--- src/hw/rtl/sprite_frame_sequencer_assert.svh ---
// ----------------------------------------------------------------------------
// Assertion macros for the sprite frame sequencer
// Implication checks on a clock, with an active-low reset disable.
// ----------------------------------------------------------------------------
`ifndef SPRITE_FRAME_SEQUENCER_ASSERT_SVH
`define SPRITE_FRAME_SEQUENCER_ASSERT_SVH

// same-cycle implication
`define SPRSEQ_ASSERT_IMP(lbl, clk_s, rstn_s, ante, cons) \
  lbl: assert property (@(posedge clk_s) disable iff (!rstn_s) (ante) |-> (cons)) \
    else $error("sprite frame sequencer check failed");

// next-cycle implication
`define SPRSEQ_ASSERT_NXT(lbl, clk_s, rstn_s, ante, cons) \
  lbl: assert property (@(posedge clk_s) disable iff (!rstn_s) (ante) |=> (cons)) \
    else $error("sprite frame sequencer check failed");

`endif

--- src/hw/rtl/sprseq_pkg.sv ---
// ----------------------------------------------------------------------------
// sprseq_pkg
// Shared field widths, register indexes, reset values and control types.
// ----------------------------------------------------------------------------
`default_nettype none

package sprseq_pkg;

  localparam int IMG_W      = 11;
  localparam int FPR_W      = 7;
  localparam int ROWS_W     = 5;
  localparam int PERIOD_W   = 16;
  localparam int TEX_W      = 15;
  localparam int DELTA_W    = 16;
  localparam int SPR_IN_W   = 8;
  localparam int FSEL_W     = 10;
  localparam int LEFT_W     = 24;
  localparam int TOP_W      = 14;
  localparam int CFG_IDX_W  = 3;
  localparam int CFG_DATA_W = 16;

  localparam int BOUNCE_BACK = 2;

  localparam logic REQ_TICK = 1'b0;
  localparam logic REQ_SET  = 1'b1;

  localparam logic [CFG_IDX_W-1:0] REG_IMAGE_WIDTH    = 3'd0;
  localparam logic [CFG_IDX_W-1:0] REG_IMAGE_HEIGHT   = 3'd1;
  localparam logic [CFG_IDX_W-1:0] REG_FRAMES_PER_ROW = 3'd2;
  localparam logic [CFG_IDX_W-1:0] REG_ROWS_PER_SPR   = 3'd3;
  localparam logic [CFG_IDX_W-1:0] REG_FRAME_PERIOD   = 3'd4;
  localparam logic [CFG_IDX_W-1:0] REG_BOUNCE_ENABLE  = 3'd5;
  localparam logic [CFG_IDX_W-1:0] REG_TEXTURE_HEIGHT = 3'd6;

  localparam logic [IMG_W-1:0]    RST_IMAGE_WIDTH    = 11'd32;
  localparam logic [IMG_W-1:0]    RST_IMAGE_HEIGHT   = 11'd32;
  localparam logic [FPR_W-1:0]    RST_FRAMES_PER_ROW = 7'd4;
  localparam logic [ROWS_W-1:0]   RST_ROWS_PER_SPR   = 5'd1;
  localparam logic [PERIOD_W-1:0] RST_FRAME_PERIOD   = 16'd0;
  localparam logic                RST_BOUNCE_ENABLE  = 1'b0;
  localparam logic [TEX_W-1:0]    RST_TEXTURE_HEIGHT = 15'd256;

  typedef struct packed {
    logic [IMG_W-1:0]    image_width;
    logic [IMG_W-1:0]    image_height;
    logic [FPR_W-1:0]    frames_per_row;
    logic [ROWS_W-1:0]   rows_per_sprite;
    logic [PERIOD_W-1:0] frame_period;
    logic                bounce_enable;
    logic [TEX_W-1:0]    texture_height;
  } cfg_t;

  typedef struct packed {
    logic update;     // apply accepted item to sequencer state
    logic div_frame;  // load divider with frame / frames_per_row
    logic div_time;   // load divider with top / texture_height
    logic div_step;   // one restoring-divide step
    logic mul_a;
    logic mul_b;
    logic mul_c;
    logic mul_d;
    logic out_load;
  } cmd_t;

  // Width of the sheet-row value (top before folding), one bit of headroom.
  function automatic int div_width(int frame_bits, int sprite_bits);
    int a;
    int b;
    a = IMG_W + sprite_bits + ROWS_W;
    b = IMG_W + frame_bits;
    return ((a > b) ? a : b) + 1;
  endfunction

endpackage

`default_nettype wire

--- src/hw/rtl/sprite_frame_sequencer.sv ---
// ----------------------------------------------------------------------------
// sprite_frame_sequencer: sprite-sheet frame sequencer with rectangle origin
// Runs the bit-serial divider twice per item; a new item is taken only once
// the previous one has been loaded into the output register. rst_n (sync)
// resets the configuration, sequencer state and FSM, not the datapath.
// ----------------------------------------------------------------------------
`default_nettype none

module sprite_frame_sequencer
  import sprseq_pkg::*;
#(
  parameter int FRAME_BITS  = 10,
  parameter int TIME_BITS   = 16,
  parameter int SPRITE_BITS = 8
) (
  input  wire logic                  clk,
  input  wire logic                  rst_n,
  input  wire logic                  in_valid,
  output logic                       in_ready,
  input  wire logic                  in_req_type,
  input  wire logic [DELTA_W-1:0]    in_delta_ticks,
  input  wire logic [SPR_IN_W-1:0]   in_sprite_select,
  input  wire logic [FSEL_W-1:0]     in_frame_select,
  input  wire logic                  in_keep_frame,
  output logic                       out_valid,
  input  wire logic                  out_ready,
  output logic [LEFT_W-1:0]          out_rect_left,
  output logic [TOP_W-1:0]           out_rect_top,
  output logic [FSEL_W-1:0]          out_frame_now,
  output logic                       out_frame_stepped,
  input  wire logic                  cfg_wr_en,
  input  wire logic [CFG_IDX_W-1:0]  cfg_index,
  input  wire logic [CFG_DATA_W-1:0] cfg_data
);

  cfg_t cfg;
  cmd_t cmd;

  sprseq_cfg u_cfg (
    .clk       (clk),
    .rst_n     (rst_n),
    .cfg_wr_en (cfg_wr_en),
    .cfg_index (cfg_index),
    .cfg_data  (cfg_data),
    .cfg       (cfg)
  );

  sprseq_ctrl #(
    .FRAME_BITS  (FRAME_BITS),
    .SPRITE_BITS (SPRITE_BITS)
  ) u_ctrl (
    .clk       (clk),
    .rst_n     (rst_n),
    .in_valid  (in_valid),
    .in_ready  (in_ready),
    .out_valid (out_valid),
    .out_ready (out_ready),
    .cmd       (cmd)
  );

  sprseq_dp #(
    .FRAME_BITS  (FRAME_BITS),
    .TIME_BITS   (TIME_BITS),
    .SPRITE_BITS (SPRITE_BITS)
  ) u_dp (
    .clk               (clk),
    .rst_n             (rst_n),
    .cmd               (cmd),
    .cfg               (cfg),
    .in_req_type       (in_req_type),
    .in_delta_ticks    (in_delta_ticks),
    .in_sprite_select  (in_sprite_select),
    .in_frame_select   (in_frame_select),
    .in_keep_frame     (in_keep_frame),
    .out_rect_left     (out_rect_left),
    .out_rect_top      (out_rect_top),
    .out_frame_now     (out_frame_now),
    .out_frame_stepped (out_frame_stepped)
  );

endmodule

`default_nettype wire

--- src/hw/rtl/sprseq_cfg.sv ---
// ----------------------------------------------------------------------------
// sprseq_cfg
// Configuration register file, written through a plain indexed write port.
// ----------------------------------------------------------------------------
`default_nettype none

module sprseq_cfg
  import sprseq_pkg::*;
(
  input  wire logic                  clk,
  input  wire logic                  rst_n,
  input  wire logic                  cfg_wr_en,
  input  wire logic [CFG_IDX_W-1:0]  cfg_index,
  input  wire logic [CFG_DATA_W-1:0] cfg_data,
  output cfg_t                       cfg
);

  cfg_t cfg_r;
  cfg_t cfg_nxt;

  always_comb begin
    cfg_nxt = cfg_r;
    if (cfg_wr_en) begin
      unique case (cfg_index)
        REG_IMAGE_WIDTH:    cfg_nxt.image_width     = cfg_data[IMG_W-1:0];
        REG_IMAGE_HEIGHT:   cfg_nxt.image_height    = cfg_data[IMG_W-1:0];
        REG_FRAMES_PER_ROW: cfg_nxt.frames_per_row  = cfg_data[FPR_W-1:0];
        REG_ROWS_PER_SPR:   cfg_nxt.rows_per_sprite = cfg_data[ROWS_W-1:0];
        REG_FRAME_PERIOD:   cfg_nxt.frame_period    = cfg_data[PERIOD_W-1:0];
        REG_BOUNCE_ENABLE:  cfg_nxt.bounce_enable   = cfg_data[0];
        REG_TEXTURE_HEIGHT: cfg_nxt.texture_height  = cfg_data[TEX_W-1:0];
        default:            cfg_nxt = cfg_r;
      endcase
    end
  end

  always_ff @(posedge clk) begin
    if (!rst_n) begin
      cfg_r.image_width     <= RST_IMAGE_WIDTH;
      cfg_r.image_height    <= RST_IMAGE_HEIGHT;
      cfg_r.frames_per_row  <= RST_FRAMES_PER_ROW;
      cfg_r.rows_per_sprite <= RST_ROWS_PER_SPR;
      cfg_r.frame_period    <= RST_FRAME_PERIOD;
      cfg_r.bounce_enable   <= RST_BOUNCE_ENABLE;
      cfg_r.texture_height  <= RST_TEXTURE_HEIGHT;
    end else begin
      cfg_r <= cfg_nxt;
    end
  end

  assign cfg = cfg_r;

endmodule

`default_nettype wire

--- src/hw/rtl/sprseq_dp.sv ---
// ----------------------------------------------------------------------------
// sprseq_dp
// Sequencer state, shared restoring divider, multiplier steps and result
// register for the sheet rectangle origin.
// ----------------------------------------------------------------------------
`default_nettype none

module sprseq_dp
  import sprseq_pkg::*;
#(
  parameter int FRAME_BITS  = 10,
  parameter int TIME_BITS   = 16,
  parameter int SPRITE_BITS = 8
) (
  input  wire logic                clk,
  input  wire logic                rst_n,
  input  wire cmd_t                cmd,
  input  wire cfg_t                cfg,
  input  wire logic                in_req_type,
  input  wire logic [DELTA_W-1:0]  in_delta_ticks,
  input  wire logic [SPR_IN_W-1:0] in_sprite_select,
  input  wire logic [FSEL_W-1:0]   in_frame_select,
  input  wire logic                in_keep_frame,
  output logic [LEFT_W-1:0]        out_rect_left,
  output logic [TOP_W-1:0]         out_rect_top,
  output logic [FSEL_W-1:0]        out_frame_now,
  output logic                     out_frame_stepped
);

  localparam int AW   = TIME_BITS + 1;
  localparam int CW   = FRAME_BITS + 1;
  localparam int NRW  = FPR_W + ROWS_W;
  localparam int XW   = NRW + CW;
  localparam int M1W  = IMG_W + SPRITE_BITS;
  localparam int T1W  = M1W + ROWS_W;
  localparam int T2W  = IMG_W + FRAME_BITS;
  localparam int DW   = div_width(FRAME_BITS, SPRITE_BITS);
  localparam int RW   = TEX_W + 1;
  localparam int P0W  = IMG_W + FRAME_BITS;
  localparam int P1W  = DW + FPR_W;
  localparam int P2W  = LEFT_W + IMG_W;
  localparam int CMPW = AW + PERIOD_W;

  // sequencer state
  logic [AW-1:0]          acc_r;
  logic [FRAME_BITS-1:0]  frame_r;
  logic [SPRITE_BITS-1:0] sprite_r;
  logic                   rev_r;
  logic                   stepped_r;

  // divider and product registers
  logic [DW-1:0]    quo_r;
  logic [RW-1:0]    rem_r;
  logic [TEX_W-1:0] dvs_r;
  logic [M1W-1:0]   m1_r;
  logic [T1W-1:0]   m2_r;
  logic [T2W-1:0]   m3_r;
  logic [LEFT_W-1:0] p0_r;
  logic [LEFT_W-1:0] p1_r;
  logic [LEFT_W-1:0] p2_r;

  logic [LEFT_W-1:0] rect_left_r;
  logic [TOP_W-1:0]  rect_top_r;
  logic [FSEL_W-1:0] frame_now_r;
  logic              frame_stepped_r;

  // geometry with zero fields treated as one
  logic [FPR_W-1:0]  fpr_eff;
  logic [ROWS_W-1:0] rows_eff;
  logic [TEX_W-1:0]  th_eff;
  logic              rows_gt1;
  logic [NRW-1:0]    n_raw;
  logic [XW-1:0]     n_cap;
  logic [CW-1:0]     n;
  logic [FRAME_BITS-1:0] n_last;
  logic [FRAME_BITS-1:0] bounce_hi;
  logic [FRAME_BITS-1:0] bounce_lo;

  assign fpr_eff  = (cfg.frames_per_row == '0) ? FPR_W'(1) : cfg.frames_per_row;
  assign rows_eff = (cfg.rows_per_sprite == '0) ? ROWS_W'(1) : cfg.rows_per_sprite;
  assign th_eff   = (cfg.texture_height == '0) ? TEX_W'(1) : cfg.texture_height;
  assign rows_gt1 = (rows_eff > ROWS_W'(1));
  assign n_raw    = NRW'(fpr_eff) * NRW'(rows_eff);
  assign n_cap    = XW'(1) << FRAME_BITS;
  assign n        = (XW'(n_raw) > n_cap) ? CW'(n_cap) : CW'(n_raw);
  assign n_last   = FRAME_BITS'(n - CW'(1));
  assign bounce_hi = (n >= CW'(BOUNCE_BACK)) ? FRAME_BITS'(n - CW'(BOUNCE_BACK)) : '0;
  assign bounce_lo = (n >= CW'(BOUNCE_BACK)) ? FRAME_BITS'(1) : '0;

  // frame step
  logic [CW-1:0]         f_inc;
  logic [CW-1:0]         f_dec;
  logic [FRAME_BITS-1:0] adv_frame;
  logic                  adv_rev;

  always_comb begin
    f_inc     = CW'(frame_r) + CW'(1);
    f_dec     = CW'(frame_r) - CW'(1);
    adv_frame = frame_r;
    adv_rev   = rev_r;
    if (rev_r) begin
      if (frame_r == '0) begin
        if (cfg.bounce_enable) begin
          adv_rev   = 1'b0;
          adv_frame = bounce_lo;
        end else begin
          adv_frame = n_last;
        end
      end else if (f_dec >= n) begin
        // frame was set beyond the count
        if (cfg.bounce_enable) begin
          adv_rev   = 1'b1;
          adv_frame = bounce_hi;
        end else begin
          adv_frame = '0;
        end
      end else begin
        adv_frame = FRAME_BITS'(f_dec);
      end
    end else if (f_inc >= n) begin
      if (cfg.bounce_enable) begin
        adv_rev   = 1'b1;
        adv_frame = bounce_hi;
      end else begin
        adv_frame = '0;
      end
    end else begin
      adv_frame = FRAME_BITS'(f_inc);
    end
  end

  // saturating time accumulator
  logic [TIME_BITS-1:0] delta;
  logic [AW:0]          acc_sum;
  logic [AW-1:0]        acc_sat;
  logic                 period_hit;

  assign delta      = TIME_BITS'(in_delta_ticks);
  assign acc_sum    = (AW+1)'(acc_r) + (AW+1)'(delta);
  assign acc_sat    = acc_sum[AW] ? {AW{1'b1}} : acc_sum[AW-1:0];
  assign period_hit = (cfg.frame_period != '0) &&
                      (CMPW'(acc_sat) >= CMPW'(cfg.frame_period));

  always_ff @(posedge clk) begin
    if (!rst_n) begin
      acc_r     <= '0;
      frame_r   <= '0;
      sprite_r  <= '0;
      rev_r     <= 1'b0;
      stepped_r <= 1'b0;
    end else if (cmd.update) begin
      if (in_req_type == REQ_TICK) begin
        stepped_r <= period_hit;
        if (period_hit) begin
          acc_r   <= '0;
          frame_r <= adv_frame;
          rev_r   <= adv_rev;
        end else begin
          acc_r <= acc_sat;
        end
      end else begin
        stepped_r <= 1'b0;
        sprite_r  <= SPRITE_BITS'(in_sprite_select);
        if (!in_keep_frame) begin
          frame_r <= FRAME_BITS'(in_frame_select);
        end
      end
    end
  end

  // restoring divider, one quotient bit per step; dividend enters at the top
  logic [RW-1:0] rem_sh;
  logic          div_ge;

  assign rem_sh = {rem_r[RW-2:0], quo_r[DW-1]};
  assign div_ge = (rem_sh >= RW'(dvs_r));

  // first divide yields row within sprite (quotient) and column (remainder)
  logic [FRAME_BITS-1:0] q_row;
  logic [FRAME_BITS-1:0] r_col;
  logic [P0W-1:0]        p0_full;
  logic [P1W-1:0]        p1_full;
  logic [P2W-1:0]        p2_full;

  assign q_row   = FRAME_BITS'(quo_r);
  assign r_col   = rows_gt1 ? FRAME_BITS'(rem_r) : frame_r;
  assign p0_full = P0W'(cfg.image_width) * P0W'(r_col);
  assign p1_full = P1W'(quo_r) * P1W'(fpr_eff);
  assign p2_full = P2W'(p1_r) * P2W'(cfg.image_width);

  always_ff @(posedge clk) begin
    if (cmd.div_frame) begin
      dvs_r <= TEX_W'(fpr_eff);
      rem_r <= '0;
      quo_r <= {frame_r, {(DW-FRAME_BITS){1'b0}}};
    end else if (cmd.div_time) begin
      dvs_r <= th_eff;
      rem_r <= '0;
      quo_r <= DW'(m2_r) + DW'(m3_r);
    end else if (cmd.div_step) begin
      rem_r <= div_ge ? (rem_sh - RW'(dvs_r)) : rem_sh;
      quo_r <= {quo_r[DW-2:0], div_ge};
    end
    if (cmd.mul_a) begin
      m1_r <= M1W'(cfg.image_height) * M1W'(sprite_r);
      m3_r <= rows_gt1 ? (T2W'(cfg.image_height) * T2W'(q_row)) : '0;
      p0_r <= LEFT_W'(p0_full);
    end
    if (cmd.mul_b) begin
      m2_r <= T1W'(m1_r) * T1W'(rows_eff);
    end
    if (cmd.mul_c) begin
      p1_r <= LEFT_W'(p1_full);
    end
    if (cmd.mul_d) begin
      p2_r <= LEFT_W'(p2_full);
    end
    if (cmd.out_load) begin
      rect_left_r     <= p0_r + p2_r;
      rect_top_r      <= TOP_W'(rem_r);
      frame_now_r     <= FSEL_W'(frame_r);
      frame_stepped_r <= stepped_r;
    end
  end

  assign out_rect_left     = rect_left_r;
  assign out_rect_top      = rect_top_r;
  assign out_frame_now     = frame_now_r;
  assign out_frame_stepped = frame_stepped_r;

endmodule

`default_nettype wire

--- src/hw/rtl/sprseq_ctrl.sv ---
// ----------------------------------------------------------------------------
// sprseq_ctrl
// Sequencing FSM: accepts an item, walks the divide and multiply steps and
// hands the result to the output register.
// ----------------------------------------------------------------------------
`default_nettype none

`include "sprite_frame_sequencer_assert.svh"

module sprseq_ctrl
  import sprseq_pkg::*;
#(
  parameter int FRAME_BITS  = 10,
  parameter int SPRITE_BITS = 8
) (
  input  wire logic clk,
  input  wire logic rst_n,
  input  wire logic in_valid,
  output logic      in_ready,
  output logic      out_valid,
  input  wire logic out_ready,
  output cmd_t      cmd
);

  localparam int DW    = div_width(FRAME_BITS, SPRITE_BITS);
  localparam int CNT_W = $clog2(DW + 1);

  localparam logic [3:0] S_IDLE      = 4'd0;
  localparam logic [3:0] S_DIV1_INIT = 4'd1;
  localparam logic [3:0] S_DIV1      = 4'd2;
  localparam logic [3:0] S_MUL_A     = 4'd3;
  localparam logic [3:0] S_MUL_B     = 4'd4;
  localparam logic [3:0] S_DIV2_INIT = 4'd5;
  localparam logic [3:0] S_DIV2      = 4'd6;
  localparam logic [3:0] S_MUL_C     = 4'd7;
  localparam logic [3:0] S_MUL_D     = 4'd8;
  localparam logic [3:0] S_OUT       = 4'd9;

  logic [3:0]       state_r;
  logic [3:0]       state_nxt;
  logic [CNT_W-1:0] cnt_r;
  logic [CNT_W-1:0] cnt_nxt;
  logic             out_valid_r;
  logic             out_valid_nxt;

  always_comb begin
    state_nxt = state_r;
    cnt_nxt   = cnt_r;
    cmd       = '0;
    in_ready  = 1'b0;
    unique case (state_r)
      S_IDLE: begin
        in_ready = 1'b1;
        if (in_valid) begin
          cmd.update = 1'b1;
          state_nxt  = S_DIV1_INIT;
        end
      end
      S_DIV1_INIT: begin
        cmd.div_frame = 1'b1;
        cnt_nxt       = CNT_W'(FRAME_BITS);
        state_nxt     = S_DIV1;
      end
      S_DIV1: begin
        cmd.div_step = 1'b1;
        cnt_nxt      = cnt_r - CNT_W'(1);
        if (cnt_r == CNT_W'(1)) begin
          state_nxt = S_MUL_A;
        end
      end
      S_MUL_A: begin
        cmd.mul_a = 1'b1;
        state_nxt = S_MUL_B;
      end
      S_MUL_B: begin
        cmd.mul_b = 1'b1;
        state_nxt = S_DIV2_INIT;
      end
      S_DIV2_INIT: begin
        cmd.div_time = 1'b1;
        cnt_nxt      = CNT_W'(DW);
        state_nxt    = S_DIV2;
      end
      S_DIV2: begin
        cmd.div_step = 1'b1;
        cnt_nxt      = cnt_r - CNT_W'(1);
        if (cnt_r == CNT_W'(1)) begin
          state_nxt = S_MUL_C;
        end
      end
      S_MUL_C: begin
        cmd.mul_c = 1'b1;
        state_nxt = S_MUL_D;
      end
      S_MUL_D: begin
        cmd.mul_d = 1'b1;
        state_nxt = S_OUT;
      end
      S_OUT: begin
        // wait here while the previous result is still held
        if (!out_valid_r || out_ready) begin
          cmd.out_load = 1'b1;
          state_nxt    = S_IDLE;
        end
      end
      default: begin
        state_nxt = S_IDLE;
      end
    endcase
  end

  assign out_valid_nxt = cmd.out_load ? 1'b1 : (out_ready ? 1'b0 : out_valid_r);

  always_ff @(posedge clk) begin
    if (!rst_n) begin
      state_r     <= S_IDLE;
      cnt_r       <= '0;
      out_valid_r <= 1'b0;
    end else begin
      state_r     <= state_nxt;
      cnt_r       <= cnt_nxt;
      out_valid_r <= out_valid_nxt;
    end
  end

  assign out_valid = out_valid_r;

  `SPRSEQ_ASSERT_NXT(a_accept_starts, clk, rst_n, in_valid && in_ready, state_r == S_DIV1_INIT)
  `SPRSEQ_ASSERT_IMP(a_result_from_out, clk, rst_n, $rose(out_valid_r), $past(state_r) == S_OUT)
  `SPRSEQ_ASSERT_IMP(a_div_count_live, clk, rst_n, state_r == S_DIV1 || state_r == S_DIV2, cnt_r != '0)
  `SPRSEQ_ASSERT_NXT(a_out_stall_holds, clk, rst_n, state_r == S_OUT && out_valid_r && !out_ready, state_r == S_OUT)

endmodule

`default_nettype wire
--- config.mk ---
export PLATFORM = sky130hd
export DESIGN_NAME = sprite_frame_sequencer
export DESIGN_NICKNAME = d
export VERILOG_FILES = /design/src/hw/rtl/sprseq_pkg.sv /design/src/hw/rtl/sprite_frame_sequencer.sv /design/src/hw/rtl/sprseq_cfg.sv /design/src/hw/rtl/sprseq_dp.sv /design/src/hw/rtl/sprseq_ctrl.sv
export VERILOG_INCLUDE_DIRS = /design/src /design/src/hw/rtl
export SDC_FILE = /design/constraint.sdc
export NUM_CORES = 2
export LEC_CHECK = 0
export BUFFER_PORTS_ARGS = -buffer_cell sky130_fd_sc_hd__buf_2
export CORE_MARGIN = 5
export CORE_UTILIZATION = 30
export CTS_CLUSTER_DIAMETER = 100
export DETAILED_ROUTE_END_ITERATION = 12
export GPL_TIMING_DRIVEN = 0
export PLACE_DENSITY = 0.42
export SLEW_MARGIN = 20
export SYNTH_ARGS = -nofsm -noshare
export SYNTH_HDL_FRONTEND = slang
export SYNTH_SLANG_ARGS = --single-unit
--- constraint.sdc ---
create_clock -name clk -period 8.6 [get_ports clk]
set_input_delay 1.29 -clock clk [delete_from_list [all_inputs] [get_ports clk]]
set_output_delay 1.29 -clock clk [all_outputs]
set_load 0.005 [all_outputs]
==> key figures <==
Run status
  • Run status: complete, no violations

Power
  • Part of the power in registers: 0.291
  • Sw Share: 0.381
  • Internal Dissipation: 4.38 mW
  • Comb power frac: 0.375
  • Peak supply drop: 0.208 mV
  • Cell area power density: 152 nW/µm²
  • Clock share of power: 0.334
  • Psw: 2.70 mW
  • Tot Pwr: 7.08 mW
  • P_leak: 20.1 nW

Critical path
  • R2R Setup Slk: 0.35 ns
  • Worst setup SP type: flop
  • CP Capture Type: flop
  • Arrival @ worst endpoint: 8.81 ns
  • Max incr delay on CP: 0.56 ns
  • Crit path top cell by count: fa_1
  • Delay-heaviest family, CP: compound AO/OA/AOI/OAI gates
  • Buf+Inv Stages, Crit Path: 4
  • Critical path required time: 9.15 ns
  • CP Class: reg -> reg
  • CP max-delay cell: fa_1
  • CP Max Fanout: 10

Die
  • DIE AREA: 146000 µm²
  • # rows: 136
  • Starting Density: 0.302
  • Width of the die: 382 µm
  • Die span in y: 382 µm
  • IO Count: 111
  • Core ar.: 137000 µm²

Yosys
  • Sequential-to-total area share from yosys stat: 0.217
  • Area share of the largest cell type after synthesis: 0.243
  • Synthesized netlist cell count: 4544
  • Syn avg cell area: 9.11 µm²
  • Synth Flop Type: edfxtp_1
  • Synth Register Bits: 350
  • Synth async-reset ratio: 0
  • Syn_nets: 5496
  • Number of synthesized flops with an enable pin: 199
  • Synthesized area: 41400 µm²
  • Biggest area consumer among synthesized cells: fa_1
  • Largest cells by area after synthesis: fa_1, edfxtp_1, ha_1, dfxtp_1, nand2_1
  • Synth warn: 0
  • Netlist cell types: 90

Timing
  • Final setup vio count: 0
  • Worst-case clock skew: 0.105 ns
  • Final Cycle Share: 0.960
  • Worst-margin pin slew: 1.15 ns
  • Max-slew headroom: 0.235
  • Final Max Tran Viols: 0
  • Fmax: 0.121 GHz
  • RSZ-0062 raised after global routing: no
  • Setup TNS: 0 ns
  • Final Hold Viols: 0
  • Min cycle time layout: 8.25 ns

Routing
  • Wl on met1: 59.3 mm
  • Post-route DRC: 0
  • Via count: 31600
  • Via density: 4.81
  • DRT Pass-1 Iters: 5
  • Antenna viol nets, final: 0
  • Iter 0 DRT Violations: 1649
  • Max Used Layer: met5
  • Met3 WL post-DR: 5.39 mm
  • Per-cell routed wire length: 20.1 µm
  • Final wirelength: 132 mm
  • Met2 WL: 62.9 mm

Clocking
  • Clock sinks: 350
  • Skew-Pair Late Insertion Delay: 0.69 ns
  • H-tree depth: 2
  • Max clock buf depth: 3
  • Hold buffer count at CTS: 0
  • CTS tree: built
  • CTS Root Cell: clkbuf_16
  • Clock transition at the registers of the reported paths: 0.06 ns
  • Total CTS buffers: 51

GRT
  • Vias in the first global route: 33100
  • Gr usage total: 0.180
  • Initial antenna violation count: 14
  • GRT Residual Overflow: 0
  • Largest net degree at the start of global routing: 25
  • First-pass GRT wire length: 202 mm

Place
  • # port buffers: 108
  • Placed Area: 44500 µm²
  • GPL Wtd Cong: 0.881
  • HPWL after DPL: 107 mm

Cells and area
  • FILL cells: 14400
  • Post-route cell area: 46500 µm²
  • Fin nets: 5678
  • Syn-to-layout area delta: 12.2%
  • Share of cells above drive strength 1: 0.0663
  • Layout Utilization: 0.339
  • Sequential cell area: 9000 µm²
  • Multi-input logic area: 29600 µm²

Hold path
  • Hold WC Path Type: reg -> reg

Flow run
  • Number of max-cap violations: 0
[logic make-up after synthesis]
group,share of synthesized area
buffers and inverters,0.0697
flip-flops,0.217
adder cells (fa/ha/maj),0.361
XOR/XNOR,0.0461
AO/OA/AOI/OAI,0.109
multiplexers,0.0137
AND/OR/NAND/NOR,0.184
[metal layers]
layer	global-route usage	up-vias
met4	0.0530	4
met1	0.237	15600
li1	-	15300
met3	0.0243	154
met2	0.308	563
met5	0	-
[power groups by stage]
stage,clock [mW],combinational [mW],sequential (mW)
2_1_floorplan,0,1.85,2.04
3_3_place_gp,0,2.63,2.09
3_5_place_dp,0,2.65,2.09
4_1_cts,2.44,2.67,2.06
5_1_grt,2.50,2.97,2.07
6_report,2.36,2.66,2.06
[sequential cells by signal, indices dropped and copies added, names as in the netlist, 4 cells and up]
register / cells
u_dp.frame_r: 10
u_dp.p2_r: 24
u_dp.out_frame_now: 10
u_dp.dvs_r: 15
u_dp.m1_r: 19
u_ctrl.state_r: 4
u_dp.m2_r: 24
u_dp.p0_r: 21
u_dp.p1_r: 24
u_cfg.cfg: 66
u_dp.out_rect_left: 24
u_dp.acc_r: 17
u_dp.m3_r: 21
u_dp.sprite_r: 8
u_dp.rem_r: 15
u_ctrl.cnt_r: 5
u_dp.quo_r: 25
u_dp.out_rect_top: 14
[cell type report]
class,count,share of cell area
multi-input cells,3427,0.637
flip-flops and latches,350,0.194
well taps,1794,0.0483
inverters,543,0.0438
clock buffers,63,0.0302
plain buffers,221,0.0184
repair buffers,132,0.0171
clock inverters,33,0.0108
diodes,3,0.000161
[through the flow]
step           hold WS [ns]  setup WS, ns  instances
4_1_cts               0.427        0.0576       6561
6_report              0.423         0.348       6566
3_5_place_dp          0.414         -1.23       6467
3_3_place_gp          0.414         -1.23       6446
2_1_floorplan         0.403          1.28       4544
5_1_grt               0.441        0.0339       6563
[worst reg2reg max path: cells and delay by family (launching register included)]
kind	cells	cell delay, ns
AND/OR/NAND/NOR	8	1.68
XOR/XNOR	1	0.16
buffers and inverters	4	0.87
AO/OA/AOI/OAI	11	2.60
flip-flops	1	0.52
adder cells (fa/ha/maj)	5	2.27
[final timing paths]
check,start,end,cells past startpoint
worst max-delay path,u_cfg.cfg[41]$_SDFFE_PN0P_,u_dp.frame_r[5]$_SDFFE_PN0P_,29
worst max register to register,u_cfg.cfg[41]$_SDFFE_PN0P_,u_dp.frame_r[5]$_SDFFE_PN0P_,29
worst min-delay path,u_dp.frame_r[3]$_SDFFE_PN0P_,u_dp.out_frame_now[3]$_DFFE_PP_,0
worst min register to register,u_dp.frame_r[3]$_SDFFE_PN0P_,u_dp.out_frame_now[3]$_DFFE_PP_,0
[synthesized netlist by cell type, types with 26 or more instances]
master and count:
edfxtp_1 199, clkbuf_1 216, or3_1 26, nand2b_1 29, dfxtp_1 151, ha_1 389
fa_1 503, nor2_1 205, a21oi_1 155, a21boi_0 57, nor2b_1 96, xor2_1 61
inv_1 542, mux2i_1 40, o21ai_0 130, o21a_1 48, a21o_1 38, nand2_1 695
nand3_1 72, nor3_1 61, a211oi_1 38, and2_1 318, xnor2_1 157
[repair_timing]
| action | 4_1_cts | 5_1_grt |
|---|---|---|
| pin swaps | 1 | 1 |
| endpoints found under the setup margin | 12 | 10 |
| gates resized for setup | 16 | 19 |
| gates cloned | 0 | 0 |
| buffers inserted | 1 | 1 |
[cells in the final DEF, fill, tap and decap left out, drive strengths merged, types with 40 or more instances in the layout]
master  instances
dfxtp         151
fa            503
and2          320
edfxtp        199
o21ai         134
nand2         695
xnor2         157
nor2          207
nor2b          96
o21a           48
nor3           61
ha            389
buf           140
xor2           61
a21boi         58
a21oi         157
nand3          72
clkbuf        276
mux2i          40
a211oi         40
inv           547
Note: power is estimated with default switching activity, not from simulation.
